--- config.mk ---
export PLATFORM = sky130hd
export DESIGN_NAME = v3a_sqrt
export DESIGN_NICKNAME = d
export VERILOG_FILES = /design/src/sv/v3a_sqrt.sv
export SDC_FILE = /design/constraint.sdc
export NUM_CORES = 2
export LEC_CHECK = 0
export BUFFER_PORTS_ARGS = -buffer_cell sky130_fd_sc_hd__buf_4
export CELL_PAD_IN_SITES_DETAIL_PLACEMENT = 2
export CELL_PAD_IN_SITES_GLOBAL_PLACEMENT = 2
export CORE_MARGIN = 2
export CORE_UTILIZATION = 45
export CTS_BUF_LIST = sky130_fd_sc_hd__clkbuf_8
export DETAILED_ROUTE_END_ITERATION = 12
export PLACE_DENSITY = 0.83
export SLEW_MARGIN = 20
export SYNTH_ARGS = -nofsm -noshare
export SYNTH_HDL_FRONTEND = slang
export SYNTH_MEMORY_MAX_BITS = 65536
export SYNTH_SLANG_ARGS = --single-unit
--- constraint.sdc ---
create_clock -name clk -period 6.2 [get_ports clk]
set_input_delay 1.24 -clock clk [delete_from_list [all_inputs] [get_ports clk]]
set_output_delay 1.24 -clock clk [all_outputs]
set_load 0.05 [all_outputs]
--- src/sv/v3a_sqrt.sv ---
// ---------------------------------------------------------------------------
// v3a_sqrt
// Pipelined digit-by-digit square root, one root bit per stage, followed by
// a rounding stage that gives the root rounded to nearest.
// ---------------------------------------------------------------------------
`default_nettype none
module v3a_sqrt #(
  parameter int COORD_WIDTH = 32
) (
  input  wire                        clk,
  input  wire [2*COORD_WIDTH-1:0]    n_i,
  output logic [COORD_WIDTH:0]       len_o
);
  localparam int W = COORD_WIDTH;

  logic [W:0]     rem_r  [W];
  logic [W-1:0]   root_r [W];
  logic [2*W-1:0] nb_r   [W];

  for (genvar j = 0; j < W; j++) begin : g_stage
    logic [W:0]     rem_in;
    logic [W-1:0]   root_in;
    logic [2*W-1:0] nb_in;
    logic [W+2:0]   rem_sh, trial, diff;
    logic           ge;
    logic [W:0]     rem_nxt;
    logic [W-1:0]   root_nxt;

    if (j == 0) begin : g_first
      assign rem_in  = '0;
      assign root_in = '0;
      assign nb_in   = n_i;
    end else begin : g_next
      assign rem_in  = rem_r[j-1];
      assign root_in = root_r[j-1];
      assign nb_in   = nb_r[j-1];
    end

    always_comb begin
      rem_sh   = {rem_in, nb_in[2*W-1 -: 2]};
      trial    = {1'b0, root_in, 2'b01};
      ge       = rem_sh >= trial;
      diff     = rem_sh - trial;
      rem_nxt  = ge ? diff[W:0] : rem_sh[W:0];
      root_nxt = {root_in[W-2:0], ge};
    end

    always_ff @(posedge clk) begin
      rem_r[j]  <= rem_nxt;
      root_r[j] <= root_nxt;
      nb_r[j]   <= nb_in << 2;
    end
  end

  // The remainder is n - root^2; round up when it exceeds the root.
  always_ff @(posedge clk) begin
    len_o <= {1'b0, root_r[W-1]} + (W+1)'(rem_r[W-1] > {1'b0, root_r[W-1]});
  end
endmodule
`default_nettype wire

; Word level (Yosys, flattened, before mapping)
; Memories as Yosys holds them, arrays and structs flattened.
; Index checks and enable logic that the tools add are counted.
[classes]
addsub = 33
order_cmp = 33
muxes = 32
[op_table]
columns = operator, count
row1 = >= comparator 35 x 34 -> 1 bit, 31
row2 = two-way mux 33 bit, 32
row3 = subtractor 33 bit, 31
row4 = adder 32 x 1 -> 33 bit, 1
row5 = > comparator 33 x 32 -> 1 bit, 1
row6 = subtractor 2 x 1 -> 3 bit (second input constant), 1
row7 = >= comparator 2 x 1 -> 1 bit (second input constant), 1
[totals]
ff_bits = 33
mem_bits_rw = 4064
in_bits = 65
out_inout_bits = 33
memories = 3
[memory_table]
columns = memory, depth, word_bits, rd, rd_ports_with_merged_regs, wr, line_no
row1 = nb_r, 32, 62, 31, 0, 32, 18  ; logic [2*W-1:0] nb_r [W];
row2 = rem_r, 32, 33, 32, 0, 32, 16  ; logic [W:0] rem_r [W];
row3 = root_r, 32, 32, 32, 0, 32, 17  ; logic [W-1:0] root_r [W];

; Logic depth before layout (Yosys ltp)
; An unclocked memory read counts as a cell.
[depth]
word_depth = 3
mapped_depth = 20

; Worst setup path before layout
; OpenSTA, ideal clock, no wires.
[synth_timing]
path_kind = flip-flop to flip-flop
startpoint = memory root_r[1][482] (netlist bit)
endpoint = register len_o[28]
arrival_ns = 3.128
required_ns = 6.081
path_slack_ns = 2.953
stages_incl_launch_ff = 21
path_buffers = 1
synth_period_minus_slack_ns = 3.247
cell_sequence = dfxtp_1 -> clkbuf_1 -> inv_1 -> ha_1 -> a21o_1 -> a21o_1 -> a211oi_1 -> o21ai_0 -> a21oi_1 -> nor3_1 -> o21ai_0 -> and3_1 -> a41oi_1 -> ha_1 -> ha_1 -> nand2_1 -> or3_1 -> nand2b_1 -> nor2_1 -> nand2_1 -> xnor2_1
[synth_lines]
columns = element, line_no
row1 = from (decl), 17
row2 = to (signal assigned), 57  ; len_o <= {1'b0, root_r[W-1]} + (W+1)'(rem_r[W-1] > {1'b0, root_r[W-1]});
row3 = to (decl), 12  ; output logic [COORD_WIDTH:0] len_o

==> impl_metrics.yaml <==
status:
  outcome: "finished clean"
clock_tree:
  path_clk_slew_ns: 0.08
  cts_buffers: 423
  ctsRootBufferMaster: "clkbuf_8"
  post-cts-setup-buffers: 0
  clock_latency_ns: 1.16
  clock_sinks: 2561
  cts_tree: "built"
  h-tree-depth: 5
  clk_path_buf_depth: 4
  cts.repair.resized: 0
  cts-hold-fix-buffers: 0
grt:
  grtUsageMet1_pct: 33.85
  grt-busiest-layer: "met2"
  grt_usage_pct: 31.25
  antenna_found_initial: 8
  overflow: 0
  grt_pass1_wl_mm: 529.7
  gr-usage-met3_pct: 4.267
  grt_util_met2_pct: 59.01
  grt_max_degree: 53
  grt_pass1_vias: 85100
finish:
  drive_gt1_share_pct: 8.638
  final_cell_mix: "dfxtp_1 (2561), inv_1 (881), nand2_1 (717), ha_1 (598), a21oi_1 (586)"
  area_delta_synth_final_pct: 12.99
  fin_cells: 13030
  layout_commonest_cell: "dfxtp_1"
  stdcell_area_sq_um: 107700
  fin_nets: 10580
power_and_ir_drop:
  power_frac_comb_pct: 20.7
  p_sw_share_pct: 33.87
  powerDensity_nw_per_um2: 439.7
  switching_power_mw: 16.04
  clockPowerShare_pct: 32.8
  leakagePower_nw: 51.18
  p_seq_share_pct: 46.5
  power.internal_mw: 31.32
  vdd_ir_drop_max_uv: 275.5
detailed_routing:
  drt_iter0_drc: 4058
  wl_per_cell_um: 26.38
  vias: 73610
  dr.pass1.iters: 5
  drc: 0
  viasPerCell: 5.649
  postRouteWirelength_mm: 343.7
  antenna_left: 0
yosys:
  async_flop_share_pct: 0
  synth_warnings: 0
  synth_seq_cells: 2561
  syn_area_per_cell_sq_um: 9.975
  netlist_instances: 9558
  synth_edf_count: 0
  syn_area_sq_um: 95340
  yosysSeqAreaShare_pct: 53.78
  yosysUniqueCellTypes: 87
  synthesis.nets: 10220
  synth-main-ff-cell: "dfxtp_1"
timing:
  setup_viol: 0
  fin_tns_setup_ns: 0
  tightest_slew_ns: 1.108
  min_period_ns: 4.540
  rsz0062_at_grt: "false"
  fmax_mhz: 220.3
  hold_viol: 0
  finClkSkew_ns: 0.1330
  final.period_utilization_pct: 73.22
  drv_slew: 0
  relSlewSlack_pct: 25.20
worst_setup_path:
  critPathKind: "reg -> reg"
  cp-end-kind: "register"
  path_buf_inv: 1
  cp_data_required_time_ns: 7.17
  crit-reg2reg-launch: "root_r[1][4]$_DFF_P_"
  cp_top_family: "compound AO/OA/AOI/OAI gates"
  startpoint: "root_r[1][4]$_DFF_P_"
  worst_ep_arrival_time_ns: 5.51
  path_cells: "inv_1 > ha_1 > and2_1 > a221o_1 > a21oi_1 > a31oi_1 > o311ai_0 > o31ai_1 > a2111oi_2 > nand2_1 > xnor2_1"
  cp_max_fo: 5
  timing.critical_path.from_type: "register"
  slowest_stage: "o311ai_0"
  crit_path_max_incr_delay_ns: 0.96
die:
  row_count: 168
  io_pins: 98
  core_sq_um: 210000
  start_util_pct: 45.40
  die_h_um: 464.3
  die_area_sq_um: 215600
  die_w_um: 464.3
min_path:
  hold_path_startpoint: "n_i[21]"
  hold_path.class: "in -> reg"
placement:
  port-buffer-count: 97
  postPlaceCellArea_sq_um: 99130
  dpl.hpwl_mm: 215.5
  gp_congestion: 0.8588
  dp_cells: 12300
flow_run:
  cap_violations: 0
## final timing paths
path / endpoint / slack (ns) / cells past startpoint
max reg2reg: rem_r[1][59]$_DFF_P_ / 1.66 / 11
max: rem_r[1][59]$_DFF_P_ / 1.66 / 11
min: nb_r[0][21]$_DFF_P_ / 0.18 / 1
min reg2reg: nb_r[0][161]$_DFF_P_ / 0.28 / 0
## synthesized netlist by cell type (all sizes together) (83+ instances only)
library cell	n	area share, %
a21o	231	1.8
a21oi	588	3.1
clkbuf	161	0.63
dfxtp	2561	54
ha	598	7.8
inv	756	3.0
nand2	717	2.8
nand2b	126	0.83
nand3	161	0.85
nand4	110	0.73
nor2	570	2.2
nor2b	83	0.54
nor3	238	1.2
nor4	129	0.86
o21a	115	0.91
o21ai	587	3.1
or3	97	0.64
xnor2	422	3.9
xor2	413	3.8
## state kept, by name (all words and copies together) (netlist names)
| signal | flops |
|---|---|
| rem_r | 1008 |
| nb_r | 992 |
| root_r | 528 |
| len_o | 33 |
## power groups by stage
stage / registers, mW / logic (mW) / clock network (mW)
6_report: 22.0 / 9.79 / 15.5
3_3_place_gp: 21.9 / 8.48 / 0
2_1_floorplan: 21.3 / 6.26 / 0
3_5_place_dp: 22.1 / 9.07 / 0
5_1_grt: 22.3 / 10.6 / 16.6
4_1_cts: 22.0 / 9.71 / 15.9
## layer usage
| metal | wire [um] | share of wire [%] | vias up |
|---|---|---|---|
| met3 | 10500 | 3.1 | 1005 |
| met1 | 132600 | 39 | 37290 |
| met5 | 49 | 0.014 | - |
| met4 | 18010 | 5.2 | 8 |
| met2 | 182400 | 53 | 1819 |
| li1 | - | - | 33480 |
## kinds of logic (layout without fill, tap and decap cells)
| logic type | count (synthesis) | after routing | share of synthesized area [%] |
|---|---|---|---|
| flops | 2561 | 2561 | 53.78 |
| simple gates | 2536 | 2536 | 13.10 |
| compound gates | 1997 | 1997 | 12.90 |
| buf+inv | 947 | 1611 | 3.746 |
| xor+xnor | 835 | 835 | 7.671 |
| fa+ha+maj | 598 | 598 | 7.848 |
| mux | 83 | 83 | 0.9580 |
| other cells | 1 | 3 | 0.003933 |
## stage by stage
stage	setup WS, ns	total power [mW]	hold slack, ns	util (%)
after floorplan	2.953	27.58	0.3096	-
after global placement	1.910	30.36	0.3095	47.21
after detailed placement	1.868	31.15	0.3132	47.21
after CTS	1.677	47.56	0.1017	51.29
after global routing	1.324	49.50	0.1304	51.30
final	1.660	47.37	0.1827	51.30
## layout make-up
| cell class | count | area [sq um] |
|---|---|---|
| antenna | 2 | 5.005 |
| clock buffer | 525 | 7226 |
| clock inverter | 205 | 1348 |
| fill | 21330 | 102300 |
| inverter | 757 | 2841 |
| multi-input combinational | 6050 | 40590 |
| sequential | 2561 | 51270 |
| tap | 2805 | 3510 |
| timing repair buffer | 124 | 930.9 |
No activity file was read; power rests on OpenSTA's default activity.
