`config.mk`:
```
export PLATFORM = sky130hd
export DESIGN_NAME = v3a_div
export DESIGN_NICKNAME = d
export VERILOG_FILES = /design/src/sv/v3a_div.sv
export SDC_FILE = /design/constraint.sdc
export NUM_CORES = 2
export LEC_CHECK = 0
export BUFFER_PORTS_ARGS = -buffer_cell sky130_fd_sc_hd__buf_2
export CAP_MARGIN = 20
export CORE_AREA = 2 2 409 411
export DETAILED_ROUTE_END_ITERATION = 10
export DIE_AREA = 0 0 411 413
export MAX_ROUTING_LAYER = met4
export PLACE_DENSITY_LB_ADDON = 0.05
export SYNTH_ARGS = -nofsm -noshare
export SYNTH_HDL_FRONTEND = slang
export SYNTH_SLANG_ARGS = --single-unit
```
`constraint.sdc`:
```
create_clock -name clk -period 6.2 [get_ports clk]
set_input_delay 0.31 -clock clk [delete_from_list [all_inputs] [get_ports clk]]
set_output_delay 0.31 -clock clk [all_outputs]
set_load 0.02 [all_outputs]
```
`src/sv/v3a_div.sv`:
```
// ---------------------------------------------------------------------------
// v3a_div
// Pipelined restoring divider for one lane: (m << FRAC_BITS) / d, rounded
// to nearest with ties away from zero, signed and clamped to the range.
// ---------------------------------------------------------------------------
`default_nettype none
module v3a_div #(
  parameter int COORD_WIDTH = 32,
  parameter int FRAC_BITS   = 16
) (
  input  wire                    clk,
  input  wire [COORD_WIDTH-1:0]  m_i,
  input  wire                    neg_i,
  input  wire [COORD_WIDTH:0]    d_i,
  output logic [COORD_WIDTH-1:0] res_o,
  output logic                   sat_o
);
  localparam int W  = COORD_WIDTH;
  localparam int F  = FRAC_BITS;
  localparam int NS = FRAC_BITS + 1;
  localparam int CW = COORD_WIDTH + FRAC_BITS + 2;

  // The magnitude never exceeds the divisor, so only F+1 quotient bits exist.
  logic [W:0] rem_r [NS];
  logic [F:0] q_r   [NS];
  logic [W:0] d_r   [NS];
  logic       neg_r [NS];

  for (genvar j = 0; j < NS; j++) begin : g_step
    logic [W:0]   rem_in, d_in;
    logic [F:0]   q_in;
    logic         neg_in, nbit, ge;
    logic [W+1:0] rem_sh, diff;
    logic [W:0]   rem_nxt;

    if (j == 0) begin : g_first
      assign rem_in = (W+1)'(m_i >> 1);
      assign q_in   = '0;
      assign d_in   = d_i;
      assign neg_in = neg_i;
      assign nbit   = m_i[0];
    end else begin : g_next
      assign rem_in = rem_r[j-1];
      assign q_in   = q_r[j-1];
      assign d_in   = d_r[j-1];
      assign neg_in = neg_r[j-1];
      assign nbit   = 1'b0;
    end

    always_comb begin
      rem_sh  = {rem_in, nbit};
      ge      = rem_sh >= {1'b0, d_in};
      diff    = rem_sh - {1'b0, d_in};
      rem_nxt = ge ? diff[W:0] : rem_sh[W:0];
    end

    always_ff @(posedge clk) begin
      rem_r[j] <= rem_nxt;
      q_r[j]   <= {q_in[F-1:0], ge};
      d_r[j]   <= d_in;
      neg_r[j] <= neg_in;
    end
  end

  logic          up;
  logic [CW-1:0] qr, lim, clv;

  always_comb begin
    up  = rem_r[NS-1] >= (d_r[NS-1] - rem_r[NS-1]);
    qr  = CW'(q_r[NS-1]) + CW'(up);
    lim = neg_r[NS-1] ? (CW'(1) << (W - 1)) : ((CW'(1) << (W - 1)) - CW'(1));
    clv = (qr > lim) ? lim : qr;
  end

  always_ff @(posedge clk) begin
    sat_o <= qr > lim;
    res_o <= neg_r[NS-1] ? W'(-clv[W-1:0]) : clv[W-1:0];
  end
endmodule
`default_nettype wire

```
## After elaboration in Yosys (flattened, before gate mapping)

Memory sizes are Yosys's and may differ from the RTL's.
Cells that the tools add are included.

| storage, ports and cells | value |
|---|---|
| output and inout port bits | 33 |
| memory bits (writable) | 1428 |
| memories kept | 4 |
| register bits | 33 |
| word-level logic and storage cells | 65 |
| input bits | 67 |

| operators by class | value |
|---|---|
| $add $sub $neg | 20 |
| muxes and demuxes | 20 |
| $lt $le $gt $ge | 19 |

Memories:

| name | depth | width | rd ports | clocked after memory_dff | wr ports | RTL line | source |
|---|---|---|---|---|---|---|---|
| d_r | 17 | 33 | 17 | 0 | 17 | 26 | `logic [W:0] d_r [NS];` |
| rem_r | 17 | 33 | 17 | 0 | 17 | 24 | `logic [W:0] rem_r [NS];` |
| q_r | 17 | 17 | 17 | 0 | 17 | 25 | `logic [F:0] q_r [NS];` |
| neg_r | 17 | 1 | 17 | 0 | 17 | 27 | `logic neg_r [NS];` |

Operator list:

| cell | count |
|---|---|
| 33-bit two-way mux | 17 |
| 33-bit subtractor | 17 |
| 34-bit by 33-bit >= comparator with 1-bit output | 16 |
| 32-bit two-way mux | 3 |
| 50-bit greater-than comparator | 1 |
| 32-bit by 33-bit >= comparator with 1-bit output | 1 |
| 33-bit >= comparator | 1 |
| 32-bit by 33-bit subtractor with 33-bit output | 1 |
| 32-bit negator | 1 |
| 17-bit by 1-bit adder with 18-bit output | 1 |

## Logic depth before layout (Yosys ltp)

An unclocked memory read counts as a cell.

| depth | value |
|---|---|
| depth after elaboration | 8 |
| depth in mapped cells | 37 |
| mapped depth without buffers | 36 |

## Worst setup path after synthesis

OpenSTA, ideal clock, no wires.

| path | value |
|---|---|
| kind | register to register |
| from | memory rem_r[0][528] (netlist bit) |
| to | register res_o[15] |
| arrival | 6.178 ns |
| data required time | 6.128 ns |
| clock period less this slack | 6.250 ns |
| stages on the path, launching flop included | 37 |
| path slack | -0.050 ns |
| library setup time | 0.072 ns |
| path buffers | 1 |
| cells stage by stage | dfxtp_1 ha_1 inv_1 fa_1 a211oi_1 o21ai_0 nand3_1 a21oi_1 a21oi_1 nor2b_1 inv_1 a21oi_1 xor2_1 ha_1 a21o_1 a21oi_1 nor2b_1 o21ai_0 nand2b_1 a21oi_1 nor2b_1 o21ai_0 nand3_1 a221o_1 ha_1 ha_1 clkbuf_2 nand4_1 or4b_1 a211oi_1 a41o_1 nand2b_1 nor2_2 inv_1 o21a_1 o221ai_1 xnor2_1 |

RTL lines:

| element | RTL line | source |
|---|---|---|
| start, declared | 24 |  |
| end signal, assigned | 77 | `res_o <= neg_r[NS-1] ? W'(-clv[W-1:0]) : clv[W-1:0];` |
| end, declared | 15 | `output logic [COORD_WIDTH-1:0] res_o,` |

==> flow_summary.yaml <==
timing:
  finalSetupViolations: 0
  fmax_mhz: 164
  max_slew_margin: 0.310
  whs_ps: 160
  rsz0062_at_grt: "yes"
  tightest_slew_ps: 1020
  fin_skew_ps: 42.0
  slew_violations: 0
  timing.final.crit_period_ps: 6100
  timing.setup.tns_ps: 0
  hold_viol_final: 0
  post-route-period-util: 0.984
die:
  initial_core_util: 0.396
  die_h_microns: 413
  fp-row-count: 150
  die_area_sq_um: 170000
  fp.dieW_microns: 411
  core_sq_um: 166000
  io_pins: 100
min_path:
  min_path_type: "primary input to flip-flop"
power:
  p_int_mw: 27.0
  clockPowerShare: 0.202
  peakVddDrop_mv: 0.457
  p_sw_frac: 0.411
  pwr-share-seq: 0.283
  power_per_cell_area_nw_per_um2: 607
  power_frac_comb: 0.514
  leakagePower_nw: 34.9
  power_mw: 45.9
  power.switching_mw: 18.8
worst_setup_path:
  cp_slowest_cell: "or4b_4"
  cpPeakStageDelay_ps: 490
  critPathArrivalTime_ps: 6800
  path_class: "flip-flop to flip-flop"
  required_ps: 6890
  crit_path_start_kind: "flip-flop"
  crit_top_cell: "buf_4"
  path_max_fanout: 3
  crit_path_end_kind: "flip-flop"
logic_synthesis:
  ys_ff_latch: 1324
  ys_types: 97
  syn_avg_cell_area_sq_um: 8.91
  ys_warn_count: 0
  syn-cell-area_sq_um: 65700
  synth_fp_nets: 8089
  yosysSeqAreaShare: 0.403
  synthCells: 7376
  synth-edff-count: 0
  synth_ff_type: "dfxtp_1"
  async_reset_ff_frac: 0
cts:
  cts.path.max_buffers: 3
  path_clk_slew_ps: 60
  cts_tree: "built"
  clock_latency_ps: 810
  root_buffer: "clkbuf_16"
  clock_sinks: 1324
  cts_max_level: 4
  numCtsBuffers: 148
placement:
  place_inst: 9610
  dp_hpwl_microns: 143000
  portBuffers: 98
  place_area_sq_um: 69200
  place.gp.congestion: 0.882
drt:
  first_pass_iters: 6
  drt-vias-per-instance: 5.12
  drt_iter0_markers: 3127
  wl_microns: 178000
  antenna_left: 0
  vias: 51000
  post_drt_wl_per_cell_microns: 17.9
  drc_errors: 0
layout:
  final_cell_area_sq_um: 75600
  fin_cells: 9960
  fin_nets: 8348
  mostFrequentLayoutCells: "dfxtp_1, inv_1, a21oi_1"
  final_common_cell: "dfxtp_1"
  drive_gt1_frac: 0.0963
  multi_input_area_sq_um: 36000
  regArea_sq_um: 26500
  syn_to_final_growth_pct: 14.9
  n_fill_cell: 16300
global_route:
  grt_pass1_vias: 49800
  grt_max_degree: 64
  grt_antenna_before_repair: 7
  grt_pass1_wl_microns: 282000
  grt_use_total: 0.215
  grt.overflow.total: 0
outcome:
  status: "complete, no violations"
run:
  maxCapViolCount: 0
## kinds of logic after synthesis
kind of cell	Yosys count	share of synthesized area
AND/OR/NAND/NOR	1699	0.123
flip-flops	1324	0.403
buffers and inverters	939	0.0547
multiplexers	158	0.0269
XOR/XNOR	531	0.0707
adder cells (fa/ha/maj)	646	0.125
other	1	0.0000570
AO/OA/AOI/OAI	2078	0.197
## path summary, 6_finish.rpt
| kind | slack [ps] | end | start | cells past startpoint |
|---|---|---|---|---|
| min | 160 | d_r[0][27] | d_i[27] | 2 |
| max reg2reg | 100 | res_o[13] | rem_r[0][532] | 30 |
| min reg2reg | 320 | q_r[0][192] | q_r[0][174] | 0 |
| max | 100 | res_o[13] | rem_r[0][532] | 30 |
## repair_timing
action / in CTS / in global routing
hold buffers: 66 / 0
setup buffers: 5 / 7
endpoints found under the setup margin: 27 / 23
resized for setup: 38 / 26
pin swaps: 23 / 22
hold endpoints to repair: 67 / 0
## stage by stage
stage | setup slack (ps) | util
6_report | 97.5 | 0.455
5_1_grt | -226 | 0.455
4_1_cts | -95.6 | 0.454
3_5_place_dp | -741 | 0.417
3_3_place_gp | -813 | 0.417
2_1_floorplan | 12.0 | -
## cell usage after synthesis, drive strengths merged, types with 75 or more instances
library cell,n,share of area
dfxtp,1324,0.40
inv,750,0.043
a21oi,666,0.051
ha,628,0.12
nand2,561,0.032
o21ai,531,0.041
nor2,415,0.024
xnor2,296,0.039
a21o,273,0.031
xor2,235,0.031
mux2,150,0.026
nand3,138,0.011
clkbuf,135,0.0077
nand2b,98,0.0093
nand4,95,0.0090
nor2b,87,0.0083
o21a,75,0.0086
## registers in the layout, summed over array words and instances, names as in the netlist
| signal | count |
|---|---|
| d_r | 561 |
| q_r | 153 |
| res_o | 32 |
| rem_r | 561 |
| neg_r | 17 |
## power by group through the flow
stage,Combinational [mW],Clock (mW),Sequential [mW]
after floorplan,17.4,0,12.4
after detailed placement,23.2,0,13.2
final,23.6,9.27,13.0
after CTS,23.6,9.57,13.1
after global placement,23.2,0,13.2
after global routing,26.4,9.94,13.3
## layout make-up
type / instances / area share
sequential: 1324 / 0.351
clock inverter: 67 / 0.0142
timing repair buffer: 298 / 0.0290
tap: 2204 / 0.0365
inverter: 750 / 0.0373
antenna: 1 / 0.0000331
clock buffer: 203 / 0.0563
multi-input combinational: 5113 / 0.476
## metal layers
metal	wire [microns]	global-route usage	vias to the layer above
li1	-	-	26100
met1	86000	0.285	23900
met2	82400	0.350	843
met3	7130	0.0304	201
met4	2880	0.0441	0
met5	0	-	-
## worst max-delay path, delay by kind of cell (launching register included)
family,cells,cell delay [ps]
flops,1,340
fa+ha+maj,4,940
buf+inv,4,490
simple gates,7,1380
xor+xnor,2,300
compound gates,13,2530
Note: power is estimated with default switching activity, not from simulation.
