--- config.mk ---
export PLATFORM = sky130hd
export DESIGN_NAME = v3a_front_lane
export DESIGN_NICKNAME = d
export VERILOG_FILES = /design/src/sv/v3a_pkg.sv /design/src/sv/v3a_front_lane.sv
export SDC_FILE = /design/constraint.sdc
export NUM_CORES = 2
export LEC_CHECK = 0
export BUFFER_PORTS_ARGS = -buffer_cell sky130_fd_sc_hd__clkbuf_2
export CORE_AREA = 2 2 400 402
export DETAILED_ROUTE_END_ITERATION = 16
export DIE_AREA = 0 0 402 404
export PLACE_DENSITY = 0.6
export SLEW_MARGIN = 5
export SYNTH_ARGS = -nofsm -noshare
export SYNTH_HDL_FRONTEND = slang
export SYNTH_SLANG_ARGS = --single-unit
--- constraint.sdc ---
create_clock -name clk -period 30.9 [get_ports clk]
set_clock_uncertainty 0.05 [all_clocks]
set_input_delay 0 -clock clk [delete_from_list [all_inputs] [get_ports clk]]
set_output_delay 0 -clock clk [all_outputs]
set_load 0.02 [all_outputs]
--- src/sv/v3a_pkg.sv ---
// ---------------------------------------------------------------------------
// v3a_pkg
// Operation codes shared by the vector ALU modules.
// ---------------------------------------------------------------------------
`default_nettype none
package v3a_pkg;
  localparam int FUNC_W = 3;
  localparam logic [FUNC_W-1:0] FUNC_ADD  = 3'd0;
  localparam logic [FUNC_W-1:0] FUNC_SUB  = 3'd1;
  localparam logic [FUNC_W-1:0] FUNC_SCL  = 3'd2;
  localparam logic [FUNC_W-1:0] FUNC_LEN  = 3'd3;
  localparam logic [FUNC_W-1:0] FUNC_NORM = 3'd4;
endpackage
`default_nettype wire

--- src/sv/v3a_front_lane.sv ---
// ---------------------------------------------------------------------------
// v3a_front_lane
// One component lane: add, subtract and scale with saturation, plus the
// square and magnitude of the A component for the length path. Two stages.
// ---------------------------------------------------------------------------
`default_nettype none
module v3a_front_lane
  import v3a_pkg::*;
#(
  parameter int COORD_WIDTH = 32,
  parameter int FRAC_BITS   = 16
) (
  input  wire                          clk,
  input  wire [FUNC_W-1:0]             func_i,
  input  wire signed [COORD_WIDTH-1:0] a_i,
  input  wire signed [COORD_WIDTH-1:0] b_i,
  input  wire signed [COORD_WIDTH-1:0] k_i,
  output logic [COORD_WIDTH-1:0]       res_o,
  output logic                         sat_o,
  output logic [2*COORD_WIDTH-1:0]     sq_o,
  output logic [COORD_WIDTH-1:0]       mag_o,
  output logic                         neg_o
);
  localparam int W  = COORD_WIDTH;
  localparam int PW = 2 * COORD_WIDTH;

  logic [W-1:0]  ma, mk;
  logic [FUNC_W-1:0] func_r;
  logic signed [W:0] sum_r;
  logic [PW-1:0] prod_r, sq_r;
  logic          negk_r, nega_r;
  logic [W-1:0]  ma_r;

  logic [PW-1:0] rnd, lim, clv;
  logic [W-1:0]  res_nxt;
  logic          sat_nxt;

  assign ma = a_i[W-1] ? W'(-a_i) : W'(a_i);
  assign mk = k_i[W-1] ? W'(-k_i) : W'(k_i);

  always_ff @(posedge clk) begin
    func_r <= func_i;
    if (func_i == FUNC_SUB) begin
      sum_r <= (W+1)'(a_i) - (W+1)'(b_i);
    end else begin
      sum_r <= (W+1)'(a_i) + (W+1)'(b_i);
    end
    prod_r <= PW'(ma) * PW'(mk);
    sq_r   <= PW'(ma) * PW'(ma);
    negk_r <= a_i[W-1] ^ k_i[W-1];
    nega_r <= a_i[W-1];
    ma_r   <= ma;
  end

  always_comb begin
    rnd = (prod_r + (PW'(1) << (FRAC_BITS - 1))) >> FRAC_BITS;
    lim = negk_r ? (PW'(1) << (W - 1)) : ((PW'(1) << (W - 1)) - PW'(1));
    clv = (rnd > lim) ? lim : rnd;
    res_nxt = '0;
    sat_nxt = 1'b0;
    unique case (func_r)
      FUNC_ADD, FUNC_SUB: begin
        if (sum_r[W] != sum_r[W-1]) begin
          sat_nxt = 1'b1;
          res_nxt = sum_r[W] ? {1'b1, {(W-1){1'b0}}} : {1'b0, {(W-1){1'b1}}};
        end else begin
          res_nxt = sum_r[W-1:0];
        end
      end
      FUNC_SCL: begin
        sat_nxt = rnd > lim;
        res_nxt = negk_r ? W'(-clv[W-1:0]) : clv[W-1:0];
      end
      default: begin
        res_nxt = '0;
        sat_nxt = 1'b0;
      end
    endcase
  end

  always_ff @(posedge clk) begin
    res_o <= res_nxt;
    sat_o <= sat_nxt;
    sq_o  <= sq_r;
    mag_o <= ma_r;
    neg_o <= nega_r;
  end
endmodule
`default_nettype wire

# ---- Word-level counts from Yosys, hierarchy flattened
# Index checks and enable logic that the tools add are counted.
dict set report word_totals {
  word_cells 39
  ramBits 0
  romBits 0
  input_bits 100
  latch_bits 0
  out_inout_bits 130
  mem_count 0
  reg_bits 328
}
dict set report op_classes {
  n_div 0
  n_shift 0
  bitwise 1
  n_reduce_logical 2
  magnitude_cmp 1
  n_mul 2
  addsub 6
  n_mux 11
  n_eq_ne 4
}
# operator n
set op_table {}
lappend op_table {{32-bit 2-to-1 mux} 7}
lappend op_table {{32-bit by 32-bit multiplier with 64-bit output} 2}
lappend op_table {{32-bit negation} 3}
lappend op_table {{64-bit by 16-bit adder with 64-bit output, second input constant} 1}
lappend op_table {{32-bit case mux with 2 select lines} 1}
lappend op_table {{48-bit by 32-bit > comparator with 1-bit output} 1}
lappend op_table {{32-bit by 32-bit adder with 33-bit output} 1}
lappend op_table {{33-bit 2-to-1 mux} 1}
lappend op_table {{32-bit by 32-bit subtractor with 33-bit output} 1}
lappend op_table {{3-bit by 1-bit == test with 1-bit output, second input constant} 2}
lappend op_table {{3-bit by 2-bit == test with 1-bit output, second input constant} 1}
lappend op_table {{3-bit logical NOT} 1}
lappend op_table {{1-bit case mux with 2 select lines} 1}
lappend op_table {{2-bit OR reduction} 1}
lappend op_table {{1-bit 2-to-1 mux} 1}
lappend op_table {{1-bit != test} 1}
lappend op_table {{1-bit bitwise XOR} 1}

# ---- Logic depth before layout (Yosys ltp)
dict set report depth {
  depth_word 6
  depth_mapped 40
}

# ---- Worst setup path before layout
# OpenSTA, ideal clock, no wires.
dict set report synth_timing {
  path_kind {input to register}
  from {input port a_i[3]}
  to {register prod_r[58]}
  arrival_ns 9.609
  stages 34
  t_required_ns 30.727
  setup_time_ns 0.123
  slack_ns 21.118
  path_cell_list {or4_1 -> or4_1 -> nor3_2 -> nand2_1 -> nor3_1 -> inv_1 -> o41a_1 -> xor2_1 -> clkbuf_1 -> buf_1 -> nand2_1 -> fa_1 -> fa_1 -> fa_1 -> fa_1 -> inv_1 -> fa_1 -> inv_1 -> fa_1 -> fa_1 -> fa_1 -> inv_1 -> ha_1 -> a21o_1 -> a21o_1 -> a2111oi_0 -> o31a_1 -> a21oi_1 -> o21ai_0 -> o32ai_1 -> a221o_1 -> a221o_1 -> a211oi_1 -> nor3_1}
}
dict set report synth_via {
  elab_chain_len 3
}
# item line_no
set synth_lines {}
lappend synth_lines {{start, declared} v3a_front_lane.sv:15} ;# input wire signed [COORD_WIDTH-1:0] a_i,
lappend synth_lines {{32-bit negation} v3a_front_lane.sv:38} ;# assign ma = a_i[W-1] ? W'(-a_i) : W'(a_i);
lappend synth_lines {{32-bit 2-to-1 mux} v3a_front_lane.sv:38}
lappend synth_lines {{net ma[19]} v3a_front_lane.sv:27} ;# logic [W-1:0] ma, mk;
lappend synth_lines {{32-bit by 32-bit multiplier with 64-bit output} v3a_front_lane.sv:48} ;# prod_r <= PW'(ma) * PW'(mk);
lappend synth_lines {{end signal, assigned} v3a_front_lane.sv:48}
lappend synth_lines {{end, declared} v3a_front_lane.sv:30} ;# logic [PW-1:0] prod_r, sq_r;
# The timed path passes the listed nets, and every way through them passes these cells.

# ---- Worst setup path in the final report
dict set report layout_timing {
  from {input port a_i[2]}
  to {register sq_r[63]}
}
dict set report layout_via {
  elab_chain_len 3
}
# item line_no
set layout_lines {}
lappend layout_lines {{32-bit negation} v3a_front_lane.sv:38}
lappend layout_lines {{32-bit 2-to-1 mux (*)} v3a_front_lane.sv:38}
lappend layout_lines {{32-bit by 32-bit multiplier with 64-bit output (*)} v3a_front_lane.sv:49} ;# sq_r <= PW'(ma) * PW'(ma);
lappend layout_lines {{end signal, assigned} v3a_front_lane.sv:49}
lappend layout_lines {{end, declared} v3a_front_lane.sv:30}
# Every way passes the cells marked *; elsewhere a longest branch is shown, timed or not.

==> results <==
- The run finished with clean final reports.
- The region available for standard cell placement spans around 160000 µm².
- The initialized floorplan defines around 150 standard-cell rows.
- The type of the worst setup path is in -> reg.
- The combinational family with the most area after synthesis is adder cells.
- The multiplexer share of the synthesized area is less than 1%.
- The share of the synthesized area in compound gates (AO/OA/AOI/OAI) is under 10%.
- The later pin in the worst-skew pair is clocked with a latency of approximately 650 ps.
- The first global-routing pass estimated 358000 µm of wire.
- For this run, design rule violations remaining after detail routing come to 0.
- The worst hold path belongs to the class in -> reg.
- CTS saw between 300 and 400 sinks.
- The cell area after synthesis is around 72000 µm².
- After synthesis, the mean cell area works out to a little over 9 µm².
- Summing the areas of all fa, ha and maj instances in the mapped netlist gives a little under three fifths of the synthesized area.
- The category of the worst setup path capture point is a flip-flop.
- The number of detailed-routing iterations run before antenna repair is 6.
- Leaving out fill and tap cells, the most frequent cell in the layout is sky130_fd_sc_hd__inv_1.
- The overall fraction of global-route tracks in use is 29.2%.
- The wire length per cell is between 20 and 25 µm.
- Of the total synthesized cell area, the portion taken by XOR and XNOR cells is between 3 and 4%.
- The number of buffers on the longest clock path is 3.
- Setup violations remaining at the end of the flow were counted as 0.
- The largest individual stage delay along the critical path comes from the cell sky130_fd_sc_hd__clkinv_1.
- The stage delay of the slowest cell on the critical path is between 800 and 900 ps.
- The fraction of the cycle the final worst path needs is approximately 43%.
- The number of enable flip-flop cells after synthesis is 0.
- The final critical delay including setup and external delays is approximately 13000 ps.
- The TritonCTS clock tree is yes.
- The routed wire length is between 200000 and 250000 µm.
- In this run the cell area measured after placement is 76500 µm².
- The detailed placer's ending HPWL is roughly 180000 µm.
- Of all nets on the critical path, the largest fanout is 39.
- Across all layers, the routed design uses roughly 56k vias.
- For this run, the top clock speed supported by timing is roughly 0.075 GHz.
- The top-level I/O count is 230.
- Headroom to the max-slew limit came out at a little over a fifth.
- The count of nets left with antenna violations once routing finished came out at 0.
- Entering global routing, the biggest net connects 68 pins.
- Leaving out fill and tap cells, the most frequent cells in the layout are 1943 x sky130_fd_sc_hd__inv_1, 1691 x sky130_fd_sc_hd__fa_1, 927 x sky130_fd_sc_hd__nor2_1, 816 x sky130_fd_sc_hd__nand2_1, 613 x sky130_fd_sc_hd__ha_1.
- The final hold violation count is 0.
- The area share of and/or/nand/nor cells after synthesis is roughly 12%.
- The post-synthesis instance total is roughly 8.0k.
- The overall die width is around 400 µm.
- The effective utilization at floorplan is a little under half.
- The number of global-route vias before repair is 60.1k.
- Counting flops with an async set or reset pin after synthesis yields a share of 0%.
- After routing, the total negative slack on setup checks comes to 0 ps.
- The number of antenna violations at the first check in global routing is 18.
- The vertical die dimension is between 400 and 500 µm.
- Summing the sequential cell areas from Yosys gives between 8 and 9% of the chip area.
- The violation count after the first detailed-route iteration is around 4.2k.
- The global placement routability congestion is about 0.96.
- The count of maximum capacitance violations is 0.
- The final number of max-transition violations was 0.
- The count of input and output buffers is around 230.
- The clock tree synthesis step divided the H-tree into 2 levels.
- The type of element launching the critical path is an input port.
- Counting distinct cell types in the post-synthesis netlist gives 84.
- The proportion of layout cells with a drive suffix above 1 is ~6.5%.
- At the pin with the least slew margin, the transition time is around 1200 ps.
- The remaining global-route overflow is 0.
- The TritonCTS buffer count is 40.
- The clock-pin slew reported for the worst setup and hold paths after clock tree synthesis is ~60 ps.
- The clock tree root buffer cell is sky130_fd_sc_hd__clkbuf_16.
- The flip-flop cell with the highest count after synthesis is sky130_fd_sc_hd__dfxtp_1.
- The yosys synthesis warning count is 0.
- Summing all non-filler instances in the final layout gives an area of slightly below 80000 µm².
- Setup repair after global routing left no endpoint under its margin.
- The via density per instance is 5.44.
- The floorplan step defined a die boundary enclosing 162000 µm².
- By instance count, the cell type seen most on the critical path is sky130_fd_sc_hd__fa_1.
- The fill cell instance count of the final layout is ~15k.
- The worst endpoint required time is 31360 ps.
- The post-synthesis to final-layout area growth is 8.20%.
- The data arrival time of the worst path is 13840 ps.
- The count of nets after finishing is approximately 11k.
- The number of synthesized register bits is just over 300.
==> per-layer routing <==
layer	track usage (%)	wire, µm	up-vias
li1	-	-	24086
met5	0	99	-
met1	38.7	91000	28478
met4	11.5	11200	14
met3	6.49	23300	537
met2	46.7	104000	2602
==> worst max-delay path: cells and delay by family <==
kind                       cells  cell delay (ps)
xor gates and xnor gates       2              240
buffers and inverters          9             2990
and+or+nand+nor               10             2950
adders and majority gates      9             4190
AOI/OAI and AO/OA              7             3390
==> per-stage QoR <==
step | util [%] | setup WS (ps) | hold slack [ps] | instances
finish | 49.6 | 17520 | 37.9 | 10244
global route | 49.6 | 16860 | 39.5 | 10240
CTS | 49.6 | 17680 | 4.83 | 10238
detailed placement | 48.5 | 17570 | 75.5 | 10127
global placement | 48.5 | 17750 | 72.4 | 10127
floorplan | - | 21120 | -22.3 | 8017
==> cell usage after synthesis, drive strengths merged, types with 6 or more instances <==
library cell  instances  share of area [%]
inv                1950                 10
fa                 1691                 47
nor2                928                4.8
nand2               816                4.2
ha                  613                 11
dfxtp               309                8.6
clkbuf              268                1.4
a21oi               211                1.5
xnor2               169                2.0
xor2                133                1.6
o21ai               116               0.81
a21o                 93               0.97
nand3                64               0.44
buf                  54               0.34
nor3                 50               0.35
nand4                42               0.36
and3                 33               0.29
o31ai                30               0.32
and2                 27               0.23
o21a                 26               0.27
o21bai               25               0.26
a31oi                23               0.20
o22ai                23               0.20
nor4                 22               0.21
a211oi               17               0.18
nand2b               17               0.15
nor2b                17               0.15
or3                  17               0.15
or4                  17               0.19
o211ai               13               0.13
or2                  13               0.11
and4                 12               0.15
o41ai                12               0.20
a31o                 11               0.13
clkinv               11              0.057
o31a                 10               0.12
a2111oi               8              0.097
a221o                 8               0.11
a311oi                8              0.097
a21boi                7              0.073
nor3b                 7              0.073
o32ai                 6              0.073
==> path summary, 6_finish.rpt <==
kind | startpoint | to | slack, ps | cells past startpoint
setup reg to reg | prod_r[21] | res_o[18] | 22510 | 27
setup / recovery | a_i[2] | sq_r[63] | 17520 | 37
hold / removal | b_i[10] | sum_r[10] | 40 | 4
hold reg to reg | sq_r[5] | sq_o[5] | 270 | 0
==> sequential cells by signal (all words and copies together), names as in the netlist, 3 cells and up <==
register,count
ma_r,32
sq_o,62
res_o,32
prod_r,49
sq_r,62
sum_r,33
mag_o,32
func_r,3
==> area by class of cell <==
cell class | count | area (µm²) | area share, %
diodes | 6 | 15.0 | 0.0192
clock buffers | 48 | 1060 | 1.36
clock inverters | 23 | 248 | 0.317
inverters | 1961 | 7360 | 9.41
multi-input cells | 5425 | 58300 | 74.4
flip-flops and latches | 309 | 6190 | 7.91
well taps | 2072 | 2590 | 3.31
repair buffers | 400 | 2530 | 3.24
==> timing repair <==
item,4_1_cts,5_1_grt
setup buffers,0,0
resized for setup,0,0
hold buffers,40,0
endpoints found under the setup margin,0,0
endpoints found under the hold margin,30,0
==> cells by family (layout without fill, tap and decap cells) <==
family / Yosys count / in the layout
other: 2 / 31
adders and majority gates: 2304 / 2304
buffers and inverters: 2283 / 2432
and+or+nand+nor: 2096 / 2096
AOI/OAI and AO/OA: 691 / 691
xor gates and xnor gates: 302 / 302
muxes: 7 / 7
DFF: 309 / 309
Power is left out: the tool's default activity adds up to more than one toggle a clock period on the data nets, which glitch-free logic cannot reach.
